## config.mk

```make
export PLATFORM = sky130hd
export DESIGN_NAME = shuffled_lehmer_random_generator
export DESIGN_NICKNAME = d
export VERILOG_FILES = /design/src/slrg_pkg.sv /design/src/slrg_lehmer.sv /design/src/slrg_core.sv /design/src/shuffled_lehmer_random_generator.sv
export SDC_FILE = /design/constraint.sdc
export NUM_CORES = 2
export LEC_CHECK = 0
export BUFFER_PORTS_ARGS = -buffer_cell sky130_fd_sc_hd__clkbuf_2
export CAP_MARGIN = 20
export CORE_MARGIN = 8
export CORE_UTILIZATION = 36
export DETAILED_ROUTE_END_ITERATION = 8
export PLACE_DENSITY_LB_ADDON = 0.08
export SETUP_SLACK_MARGIN = 0.05
export SKIP_LAST_GASP = 1
export SLEW_MARGIN = 40
export SYNTH_ARGS = -nofsm -noshare
export SYNTH_HDL_FRONTEND = slang
export SYNTH_SLANG_ARGS = --single-unit
```

## constraint.sdc

```tcl
create_clock -name clk -period 24.1 [get_ports clk]
set_input_delay 4.82 -clock clk [delete_from_list [all_inputs] [get_ports clk]]
set_output_delay 4.82 -clock clk [all_outputs]
set_load 0.01 [all_outputs]
```

## src/slrg_pkg.sv

```systemverilog
`timescale 1ns / 1ps
package slrg_pkg;

  // Lehmer generator constants.
  localparam logic [14:0] LEHMER_MUL = 15'd16807;
  localparam logic [30:0] LEHMER_MOD = 31'h7FFF_FFFF;

  // Largest fraction code, kept just below one.
  localparam logic [23:0] FRAC_MAX = 24'd16777214;

  localparam int DEF_TABLE_DEPTH  = 32;
  localparam int DEF_WARMUP_STEPS = 8;

  // Configuration space.
  localparam int  ADDR_W   = 3;
  localparam logic REG_SEED = 1'b0;

  typedef enum logic [1:0] {
    ST_IDLE,
    ST_RUN,
    ST_DONE
  } core_state_t;

  // Finished draw handed from the core to the output register.
  typedef struct packed {
    logic        vld;
    logic [30:0] sample;
    logic [23:0] fraction;
  } res_t;

endpackage

```

## src/slrg_lehmer.sv

```systemverilog
`timescale 1ns / 1ps
module slrg_lehmer (
  input  logic        clk,
  input  logic        rst_n,
  input  logic        start,
  input  logic [30:0] x,
  output logic        y_vld,
  output logic [30:0] y
);

  logic        prod_vld_r;
  logic [45:0] prod_r;
  logic [31:0] fold;
  logic [30:0] red;
  logic        y_vld_r;
  logic [30:0] y_r;

  always_ff @(posedge clk) begin
    if (!rst_n) begin
      prod_vld_r <= 1'b0;
      y_vld_r    <= 1'b0;
    end else begin
      prod_vld_r <= start;
      y_vld_r    <= prod_vld_r;
    end
  end

  always_ff @(posedge clk) begin
    prod_r <= {15'b0, x} * {31'b0, slrg_pkg::LEHMER_MUL};
    y_r    <= red;
  end

  // Since the modulus is 2^31-1, the high part folds back onto the low part;
  // one conditional subtract then finishes the reduction.
  always_comb begin
    fold = {1'b0, prod_r[30:0]} + {17'b0, prod_r[45:31]};
    if (fold >= {1'b0, slrg_pkg::LEHMER_MOD}) begin
      red = 31'(fold - {1'b0, slrg_pkg::LEHMER_MOD});
    end else begin
      red = fold[30:0];
    end
  end

  assign y_vld = y_vld_r;
  assign y     = y_r;

endmodule

```

## src/slrg_core.sv

```systemverilog
`timescale 1ns / 1ps
module slrg_core #(
  parameter int TABLE_DEPTH  = slrg_pkg::DEF_TABLE_DEPTH,
  parameter int WARMUP_STEPS = slrg_pkg::DEF_WARMUP_STEPS
) (
  input  logic            clk,
  input  logic            rst_n,
  input  logic            in_valid,
  output logic            in_stall,
  input  logic            restart,
  input  logic [30:0]     seed,
  output slrg_pkg::res_t  res,
  input  logic            res_ack
);

  localparam int IDX_W  = $clog2(TABLE_DEPTH);
  localparam int STEP_W = $clog2(WARMUP_STEPS + TABLE_DEPTH + 1);
  localparam logic [31:0] BUCKET = 32'(1 + 32'h7FFF_FFFE / TABLE_DEPTH);
  localparam logic [STEP_W-1:0] WARM_CNT  = STEP_W'(WARMUP_STEPS);
  localparam logic [STEP_W-1:0] FILL_TOP  = STEP_W'(WARMUP_STEPS + TABLE_DEPTH - 1);
  localparam logic [STEP_W-1:0] INIT_LAST = STEP_W'(WARMUP_STEPS + TABLE_DEPTH);

  slrg_pkg::core_state_t state_r, state_nxt;

  logic [STEP_W-1:0] cnt_r;
  logic [STEP_W-1:0] last_idx_r;
  logic              init_r;
  logic              inited_r;
  logic [30:0]       gen_r;
  logic [30:0]       last_r;
  logic              rd_arm_r;
  logic [IDX_W-1:0]  j_r;
  logic [30:0]       sample_r;
  logic [23:0]       frac_r;

  logic [30:0] mem [TABLE_DEPTH];
  logic [30:0] rd_r;

  logic              accept;
  logic              need_init;
  logic [30:0]       seed_fix;
  logic              step_go;
  logic [30:0]       step_x;
  logic              y_vld;
  logic [30:0]       y;
  logic              rd_arm;
  logic [IDX_W-1:0]  j;
  logic              fill_we;
  logic              draw_done;
  logic              mem_we;
  logic [IDX_W-1:0]  mem_wa;
  logic [23:0]       frac;

  slrg_lehmer u_lehmer (
    .clk   (clk),
    .rst_n (rst_n),
    .start (step_go),
    .x     (step_x),
    .y_vld (y_vld),
    .y     (y)
  );

  assign accept    = (state_r == slrg_pkg::ST_IDLE) && in_valid;
  assign need_init = !inited_r || restart || (last_r == 31'd0);
  assign seed_fix  = ((seed == 31'd0) || (seed == slrg_pkg::LEHMER_MOD)) ? 31'd1 : seed;

  // Bucket index of the last output: highest threshold that it reaches.
  always_comb begin
    j = '0;
    for (int k = 1; k < TABLE_DEPTH; k++) begin
      if ({1'b0, last_r} >= 32'(k) * BUCKET) begin
        j = IDX_W'(k);
      end
    end
  end

  always_comb begin
    state_nxt = state_r;
    unique case (state_r)
      slrg_pkg::ST_IDLE: begin
        if (accept) begin
          state_nxt = slrg_pkg::ST_RUN;
        end
      end
      slrg_pkg::ST_RUN: begin
        if (y_vld && (cnt_r == last_idx_r)) begin
          state_nxt = slrg_pkg::ST_DONE;
        end
      end
      slrg_pkg::ST_DONE: begin
        if (res_ack) begin
          state_nxt = slrg_pkg::ST_IDLE;
        end
      end
      default: state_nxt = slrg_pkg::ST_IDLE;
    endcase
  end

  // Steps run back to back: a finishing step's value seeds the next one.
  always_comb begin
    step_go   = 1'b0;
    step_x    = gen_r;
    rd_arm    = 1'b0;
    fill_we   = 1'b0;
    draw_done = 1'b0;
    unique case (state_r)
      slrg_pkg::ST_IDLE: begin
        step_go = accept;
        step_x  = need_init ? seed_fix : gen_r;
        rd_arm  = accept && !need_init;
      end
      slrg_pkg::ST_RUN: begin
        step_go   = y_vld && (cnt_r != last_idx_r);
        step_x    = y;
        rd_arm    = y_vld && ((cnt_r + 1'b1) == last_idx_r);
        fill_we   = y_vld && init_r && (cnt_r >= WARM_CNT) && (cnt_r < last_idx_r);
        draw_done = y_vld && (cnt_r == last_idx_r);
      end
      slrg_pkg::ST_DONE: begin
        step_go = 1'b0;
      end
      default: step_go = 1'b0;
    endcase
  end

  assign mem_we   = fill_we || draw_done;
  assign mem_wa   = draw_done ? j_r : IDX_W'(FILL_TOP - cnt_r);
  assign frac     = (rd_r[30:7] > slrg_pkg::FRAC_MAX) ? slrg_pkg::FRAC_MAX : rd_r[30:7];
  assign in_stall = (state_r != slrg_pkg::ST_IDLE);

  always_ff @(posedge clk) begin
    if (!rst_n) begin
      state_r  <= slrg_pkg::ST_IDLE;
      inited_r <= 1'b0;
      last_r   <= 31'd0;
      gen_r    <= 31'd0;
      rd_arm_r <= 1'b0;
    end else begin
      state_r  <= state_nxt;
      rd_arm_r <= rd_arm;
      if (accept && need_init) begin
        inited_r <= 1'b1;
      end
      if (fill_we && (cnt_r == FILL_TOP)) begin
        last_r <= y;
      end else if (draw_done) begin
        last_r <= rd_r;
      end
      if (draw_done) begin
        gen_r <= y;
      end
    end
  end

  always_ff @(posedge clk) begin
    if (accept) begin
      cnt_r      <= '0;
      init_r     <= need_init;
      last_idx_r <= need_init ? INIT_LAST : '0;
    end else if (y_vld) begin
      cnt_r <= cnt_r + 1'b1;
    end
    if (rd_arm_r) begin
      j_r <= j;
    end
    if (draw_done) begin
      sample_r <= rd_r;
      frac_r   <= frac;
    end
  end

  // Shuffle table.
  always_ff @(posedge clk) begin
    if (mem_we) begin
      mem[mem_wa] <= y;
    end
    if (rd_arm_r) begin
      rd_r <= mem[j];
    end
  end

  assign res.vld      = (state_r == slrg_pkg::ST_DONE);
  assign res.sample   = sample_r;
  assign res.fraction = frac_r;

  a_rd_wr_excl: assert property (@(posedge clk) disable iff (!rst_n)
    !(rd_arm_r && mem_we))
    else $error("table read and write in the same cycle");

  a_draw_has_read: assert property (@(posedge clk) disable iff (!rst_n)
    draw_done |-> $past(rd_arm_r))
    else $error("draw finished without a table read one cycle earlier");

  a_idle_quiet: assert property (@(posedge clk) disable iff (!rst_n)
    (state_r != slrg_pkg::ST_RUN) |-> !y_vld)
    else $error("generator step finished outside of a transaction");

  a_cnt_bound: assert property (@(posedge clk) disable iff (!rst_n)
    (state_r == slrg_pkg::ST_RUN) |-> (cnt_r <= last_idx_r))
    else $error("step count ran past the last step");

endmodule

```

## src/shuffled_lehmer_random_generator.sv

```systemverilog
`timescale 1ns / 1ps
// Shuffled Lehmer random generator: a Park-Miller generator behind a
// Bays-Durham shuffle table. Every transaction on the input channel
// (in_valid/in_stall, field in_restart) yields exactly one transaction on
// the output channel (out_valid/out_stall, fields out_sample, out_fraction).
// The seed register sits at byte address 0 of the APB-style port.
// An ordinary draw takes one generator step (a registered multiply, then a
// registered fold modulo 2^31-1) plus the table read; the result passes
// through the core's result register into the output register, and the next
// input is taken only once the previous result has moved on to that register.
// The first request after reset, or a request with in_restart set, reloads
// from the seed: WARMUP_STEPS warm-up steps and TABLE_DEPTH fill steps run
// through the same step unit ahead of the draw's own step.
// Reset clears the control state and sets the seed to 1; the table needs
// no clearing because the first request always refills it.
// A stalled result holds in the output register while the core finishes
// the next transaction; the core then waits until the register frees up.
module shuffled_lehmer_random_generator #(
  parameter int TABLE_DEPTH  = slrg_pkg::DEF_TABLE_DEPTH,
  parameter int WARMUP_STEPS = slrg_pkg::DEF_WARMUP_STEPS
) (
  input  logic                        clk,
  input  logic                        rst_n,
  input  logic                        in_valid,
  output logic                        in_stall,
  input  logic                        in_restart,
  output logic                        out_valid,
  input  logic                        out_stall,
  output logic [30:0]                 out_sample,
  output logic [23:0]                 out_fraction,
  input  logic                        psel,
  input  logic                        penable,
  input  logic                        pwrite,
  input  logic [slrg_pkg::ADDR_W-1:0] paddr,
  input  logic [31:0]                 pwdata,
  output logic [31:0]                 prdata,
  output logic                        pready
);

  logic [30:0]    seed_r;
  slrg_pkg::res_t res;
  logic           res_ack;
  logic           out_valid_r;
  logic [30:0]    out_sample_r;
  logic [23:0]    out_fraction_r;

  assign pready = 1'b1;

  always_ff @(posedge clk) begin
    if (!rst_n) begin
      seed_r <= 31'd1;
    end else if (psel && penable && pwrite && (paddr[2] == slrg_pkg::REG_SEED)) begin
      seed_r <= pwdata[30:0];
    end
  end

  assign prdata = (paddr[2] == slrg_pkg::REG_SEED) ? {1'b0, seed_r} : 32'd0;

  slrg_core #(
    .TABLE_DEPTH  (TABLE_DEPTH),
    .WARMUP_STEPS (WARMUP_STEPS)
  ) u_core (
    .clk      (clk),
    .rst_n    (rst_n),
    .in_valid (in_valid),
    .in_stall (in_stall),
    .restart  (in_restart),
    .seed     (seed_r),
    .res      (res),
    .res_ack  (res_ack)
  );

  assign res_ack = res.vld && (!out_valid_r || !out_stall);

  always_ff @(posedge clk) begin
    if (!rst_n) begin
      out_valid_r <= 1'b0;
    end else if (res_ack) begin
      out_valid_r <= 1'b1;
    end else if (!out_stall) begin
      out_valid_r <= 1'b0;
    end
  end

  always_ff @(posedge clk) begin
    if (res_ack) begin
      out_sample_r   <= res.sample;
      out_fraction_r <= res.fraction;
    end
  end

  assign out_valid    = out_valid_r;
  assign out_sample   = out_sample_r;
  assign out_fraction = out_fraction_r;

endmodule

```

# --- Word-level counts from Yosys, hierarchy flattened ---
# Memories as Yosys holds them, arrays and structs flattened. A register that Yosys moved wholly into a read port is not among the register bits.
# Cells that the tools add are included.
op_classes:
  reduce_logical: 29
  eq_ne: 11
  mux: 52
  magnitude_cmp: 35
  mul: 1
  add_sub_neg: 4
  bitwise_logic: 1
op_table:
  columns: ["operator", "count"]
  rows:
  - ["greater-or-equal comparator 31 bit (second input constant)", 16]
  - ["greater-or-equal comparator 31 x 30 -> 1 bit (second input constant)", 8]
  - ["two-way mux 31 bit", 6]
  - ["greater-or-equal comparator 31 x 29 -> 1 bit (second input constant)", 4]
  - ["two-way mux 5 bit", 17]
  - ["greater-or-equal comparator 31 x 28 -> 1 bit (second input constant)", 2]
  - ["zero test 31 bit", 2]
  - ["one-hot mux 31 bit (2 select lines)", 1]
  - ["multiplier 31 x 15 -> 46 bit (second input constant)", 1]
  - ["adder 31 x 15 -> 32 bit", 1]
  - ["greater-or-equal comparator 32 x 31 -> 1 bit (second input constant)", 1]
  - ["two-way mux 4 bit", 8]
  - ["== test 31 bit (second input constant)", 1]
  - ["greater-or-equal comparator 31 x 27 -> 1 bit (second input constant)", 1]
  - ["subtractor 31 bit (second input constant)", 1]
  - ["greater-than comparator 24 bit (second input constant)", 1]
  - ["logical AND 1 bit", 14]
  - ["== test 6 bit", 2]
  - ["two-way mux 3 bit", 4]
  - ["two-way mux 2 bit", 5]
  - ["inequality test 2 x 1 -> 1 bit (second input constant)", 4]
  - ["two-way mux 1 bit", 7]
  - ["adder 6 x 1 -> 6 bit (second input constant)", 1]
  - ["== test 6 bit (second input constant)", 1]
  - ["other kinds (15)", 24]
totals:
  regBits: 305
  ramBits: 992
  mem_count: 1
  word_cells: 153
  output_inout_bits: 90
  inputBits: 43
mem_list:
  columns: ["name", "words", "word_bits", "read_ports", "rd_clocked_by_memory_dff", "wr", "line", "rtl"]
  rows:
  - ["u_core.mem", 32, 31, 1, 1, 1, "slrg_core.sv:36", "logic [30:0] mem [TABLE_DEPTH];"]

# --- Longest topological paths before layout ---
logic_depth:
  depth_word: 32
  depth_mapped: 31
  ltp_nobuf: 29

# --- Cells and area by module ---
# From an unflattened synthesis, not the netlist that was laid out.
hier_totals:
  cells_unflattened: 3758
  hier_area_um2: 59447.0
by_module_without_submodules:
  columns: ["module", "seq_area_each_um2", "instances", "cells_per_inst", "area_each_um2"]
  rows:
  - ["slrg_core", 33992.6, 1, 2284, 44931.8]
  - ["slrg_lehmer", 1581.5, 1, 1241, 11317.1]
  - ["shuffled_lehmer_random_generator", 2292.2, 1, 233, 3198.1]

# --- Worst setup path before layout ---
# OpenSTA, ideal clock, no wires.
synth_timing:
  path_kind: "input -> register"
  start: "in in_restart"
  end: "reg u_core.u_lehmer.prod_r[43]"
  path_stages: 25
  setup_time_ns: 0.146
  path_buffers: 3
  arrival_time_ns: 11.665
  required_time_ns: 23.954
  path_slack_ns: 12.289
  cell_sequence: "nor3b_1 -> a21o_1 -> clkbuf_1 -> clkbuf_1 -> nand2_1 -> o21ai_0 -> fa_1 -> ha_1 -> inv_1 -> fa_1 -> fa_1 -> fa_1 -> inv_1 -> fa_1 -> ha_1 -> clkbuf_1 -> a21oi_1 -> o21ai_0 -> a32o_1 -> o32ai_1 -> a21oi_1 -> a221oi_1 -> o21bai_1 -> a21oi_1 -> xnor2_1"
synth_between:
  elab_chain_len: 5
synth_rtl:
  columns: ["item", "line", "rtl"]
  rows:
  - ["start: declaration", "shuffled_lehmer_random_generator.sv:26", "input logic in_restart,"]
  - ["logical OR 1 bit (2 in a row)", "slrg_core.sv:64", "assign need_init = !inited_r || restart || (last_r == 31'd0);"]
  - ["two-way mux 31 bit", "slrg_core.sv:109", "step_x = need_init ? seed_fix : gen_r;"]
  - ["one-hot mux 31 bit (2 select lines)", "slrg_core.sv:106", "unique case (state_r)"]
  - ["multiplier 31 x 15 -> 46 bit", "slrg_lehmer.sv:29", "prod_r <= {15'b0, x} * {31'b0, slrg_pkg::LEHMER_MUL};"]
  - ["end signal: assignment", "slrg_lehmer.sv:29", null]
  - ["end: declaration", "slrg_lehmer.sv:12", "logic [45:0] prod_r;"]
# No other way between the ends.
# A chain may end at the register's enable or synchronous reset.

# --- Worst setup path after layout ---
layout_timing:
  start: "in in_restart"
  end: "reg u_core.u_lehmer.prod_r[39]"
# The elaborated chain is that of the path after synthesis.

==> reports/metrics.csv <==
metric,value,unit
grt_overflow,0,
fmax,0.0828,GHz
crit_required,24.77,ns
cts_resized,0,
clk_pin_slew,0.06,ns
slew-limit-headroom,0.421,
cts.sinks,1322,
grt_max_degree,100,
r2r_start,u_core.last_r[26],
r2r_slack,14.38,ns
yosys_warnings,0,
r2r_cells,31,
syn_area,57800,µm²
synthCells,3384,
cellLeakagePower,23.0,nW
r2r_end,u_core.u_lehmer.prod_r[39],
critical_path.startpoint,in_restart,
clock_skew,0.0475,ns
via_per_inst,5.29,
place.gp.congestion,0.793,
ys_types,76,
n_fill_cell,14300,
grt_pass1_vias,33200,
synth_largest_area_cell,edfxtp_1,
num_rows,147,
grt.total_usage,0.177,
crit_type,in -> reg,
ant_nets,0,
initial_core_util,0.361,
worstHoldStart,u_core.frac_r[9],
cp_max_fo,17,
first_pass_iters,7,
synthTopCellsByArea,"edfxtp_1, mux4_2, dfxtp_1",
core,160000,µm²
setup_viol,0,
antenna_found_initial,10,
drive_gt1_frac,0.231,
dieArea,174000,µm²
drt-initial-drc-count,2596,
hold_buffers,0,
hold_class,reg -> reg,
vdd_ir_drop_max,0.0889,mV
arrival,12.75,ns
die_w,417,µm
outcome,"finished, final reports clean",
dpl_cell_area,61800,µm²
maxCapViolCount,0,
synth.avg_cell_area,17.1,µm²
clockBufferDepth,3,
p_per_area,120,nW/µm²
async_flop_share,0,
dp_hpwl,95900,µm
dp_worst_setup_slack,11.34,ns
slew_violations,0,
cts_tree,yes,
holdPathStages,0,
synth_common_cells,"edfxtp_1, mux4_2, nand2_1",
slowest_delay,0.66,ns
fin_crit,12.08,ns
syn_nets,3771,
crit_top_cell,fa_1,
numPortBuffers,127,
hold_end,out_fraction[9],
cp_slowest_cell,a211oi_2,
critPathCaptureType,flop,
cts-root-buf,clkbuf_16,
min_period_over_period,0.501,
post-cts-setup-buffer-count,0,
cts_buffers,146,
worst_pin_slew,0.867,ns
hold_viol,0,
drt-wirelength-per-cell,26.6,µm
clkLatencyLatePin,0.79,ns
grt_pass1_wl,227000,µm
drc,0,
areaGrowthSynthToFinish,15.0,%
ys_ff_latch,1322,
yosysMostFrequentCell,edfxtp_1,
fin_ws,12.02,ns
rsz0062_at_grt,no,
cp_top_family,adder cells,
synth-edff-count,1139,
crit_path_start_kind,input pin,
fp.dieH,417,µm
final_nets,3995,
io_pins,133,
dr_total_vias,30700,
yosysSeqAreaShare,0.655,
tns,0,ns
totalWireLength,155000,µm
synth-main-ff-cell,edfxtp_1,
synth_top_area_share,0.591,
h-tree-depth,4,
crit_cells,29,
cp_num_buf_inv,7,
post-route-cell-area,66500,µm²
==> power breakdown <==
group	switching, mW	internal [mW]	leakage [nW]	total, mW
sequential	0.0549	2.84	11.7	2.90
combinational	1.79	1.12	9.04	2.91
clock	0.933	1.23	2.28	2.17
==> through the flow <==
step	cells	util	hold slack [ns]	power [mW]
detailed placement	5544	0.386	0.405	5.90
CTS	5809	0.415	0.417	8.10
global placement	5538	0.385	0.400	5.86
global route	5812	0.416	0.421	8.51
finish	5816	0.416	0.413	7.97
floorplan	3384	-	0.400	4.97
==> worst reg2reg max path, delay by kind of cell (launching register included) <==
family                     cells  cell delay [ns]
adders and majority gates      7             3.15
and+or+nand+nor               10             2.51
AOI/OAI and AO/OA              8             2.37
buffers and inverters          6             1.14
DFF                            1             0.47
==> flip-flops by register name, summed over array words and instances (netlist names), 2 cells and up <==
signal                  count
u_core.mem                992
u_core.u_lehmer.prod_r     46
out_sample                 31
seed_r                     31
u_core.gen_r               31
u_core.last_r              31
u_core.rd_r                31
u_core.sample_r            31
u_core.u_lehmer.y          31
out_fraction               24
u_core.frac_r              24
u_core.cnt_r                6
u_core.j_r                  5
u_core.state_r              2
==> kinds of logic after synthesis <==
group | after synthesis | synth area share
AND/OR/NAND/NOR | 637 | 0.0528
buffers and inverters | 307 | 0.0202
adder cells (fa/ha/maj) | 344 | 0.0918
other | 2 | 0.000130
AO/OA/AOI/OAI | 346 | 0.0407
flip-flops | 1322 | 0.655
multiplexers | 343 | 0.127
XOR/XNOR | 83 | 0.0126
==> worst max path at each step <==
stage | to | slack (ns)
3_5_place_dp | u_core.u_lehmer.prod_r[39] | 11.34
3_3_place_gp | u_core.u_lehmer.prod_r[44] | 11.20
6_report | u_core.u_lehmer.prod_r[39] | 12.02
5_1_grt | u_core.u_lehmer.prod_r[39] | 11.56
2_1_floorplan | u_core.u_lehmer.prod_r[43] | 12.29
4_1_cts | u_core.u_lehmer.prod_r[39] | 12.18
==> final cells by class <==
type	count	area, µm²	share of cell area
Inverter	136	513	0.00771
Antenna cell	5	12.5	0.000188
Tap cell	2086	2610	0.0392
Sequential cell	1322	37900	0.569
Clock buffer	180	3830	0.0576
Timing Repair Buffer	247	1730	0.0260
Multi-Input combinational cell	1755	19100	0.287
Clock inverter	85	867	0.0130
==> layout by cell type, fill, tap and decap left out, types with 9 or more instances in the layout <==
cell and count:
a21boi_0 64, a21o_1 32, a21oi_1 88, and3_1 37, buf_4 103, clkbuf_1 29, clkbuf_16 146, clkbuf_2 126
clkinv_1 35, clkinv_2 24, dfxtp_1 177, edfxtp_1 1139, fa_1 134, ha_1 210, inv_1 133, mux2_2 32
mux4_2 310, nand2_1 269, nand2b_1 12, nand3_1 61, nand4_1 26, nor2_1 74, nor2_4 32, nor2b_1 38
nor3_1 22, nor4_1 22, o211a_1 32, o21a_1 12, o21ai_0 49, o21bai_1 9, xnor2_1 47, xor2_1 36
==> per-layer routing <==
metal / wire, µm / up-vias / share of wire / global-route usage
met5: 13 / - / 0.000084 / 0
met4: 3760 / 2 / 0.024 / 0.0488
met3: 6500 / 206 / 0.042 / 0.0298
met2: 79000 / 689 / 0.51 / 0.311
met1: 65300 / 16300 / 0.42 / 0.226
li1: - / 13500 / - / -
Power figures use the tool's default switching activity.
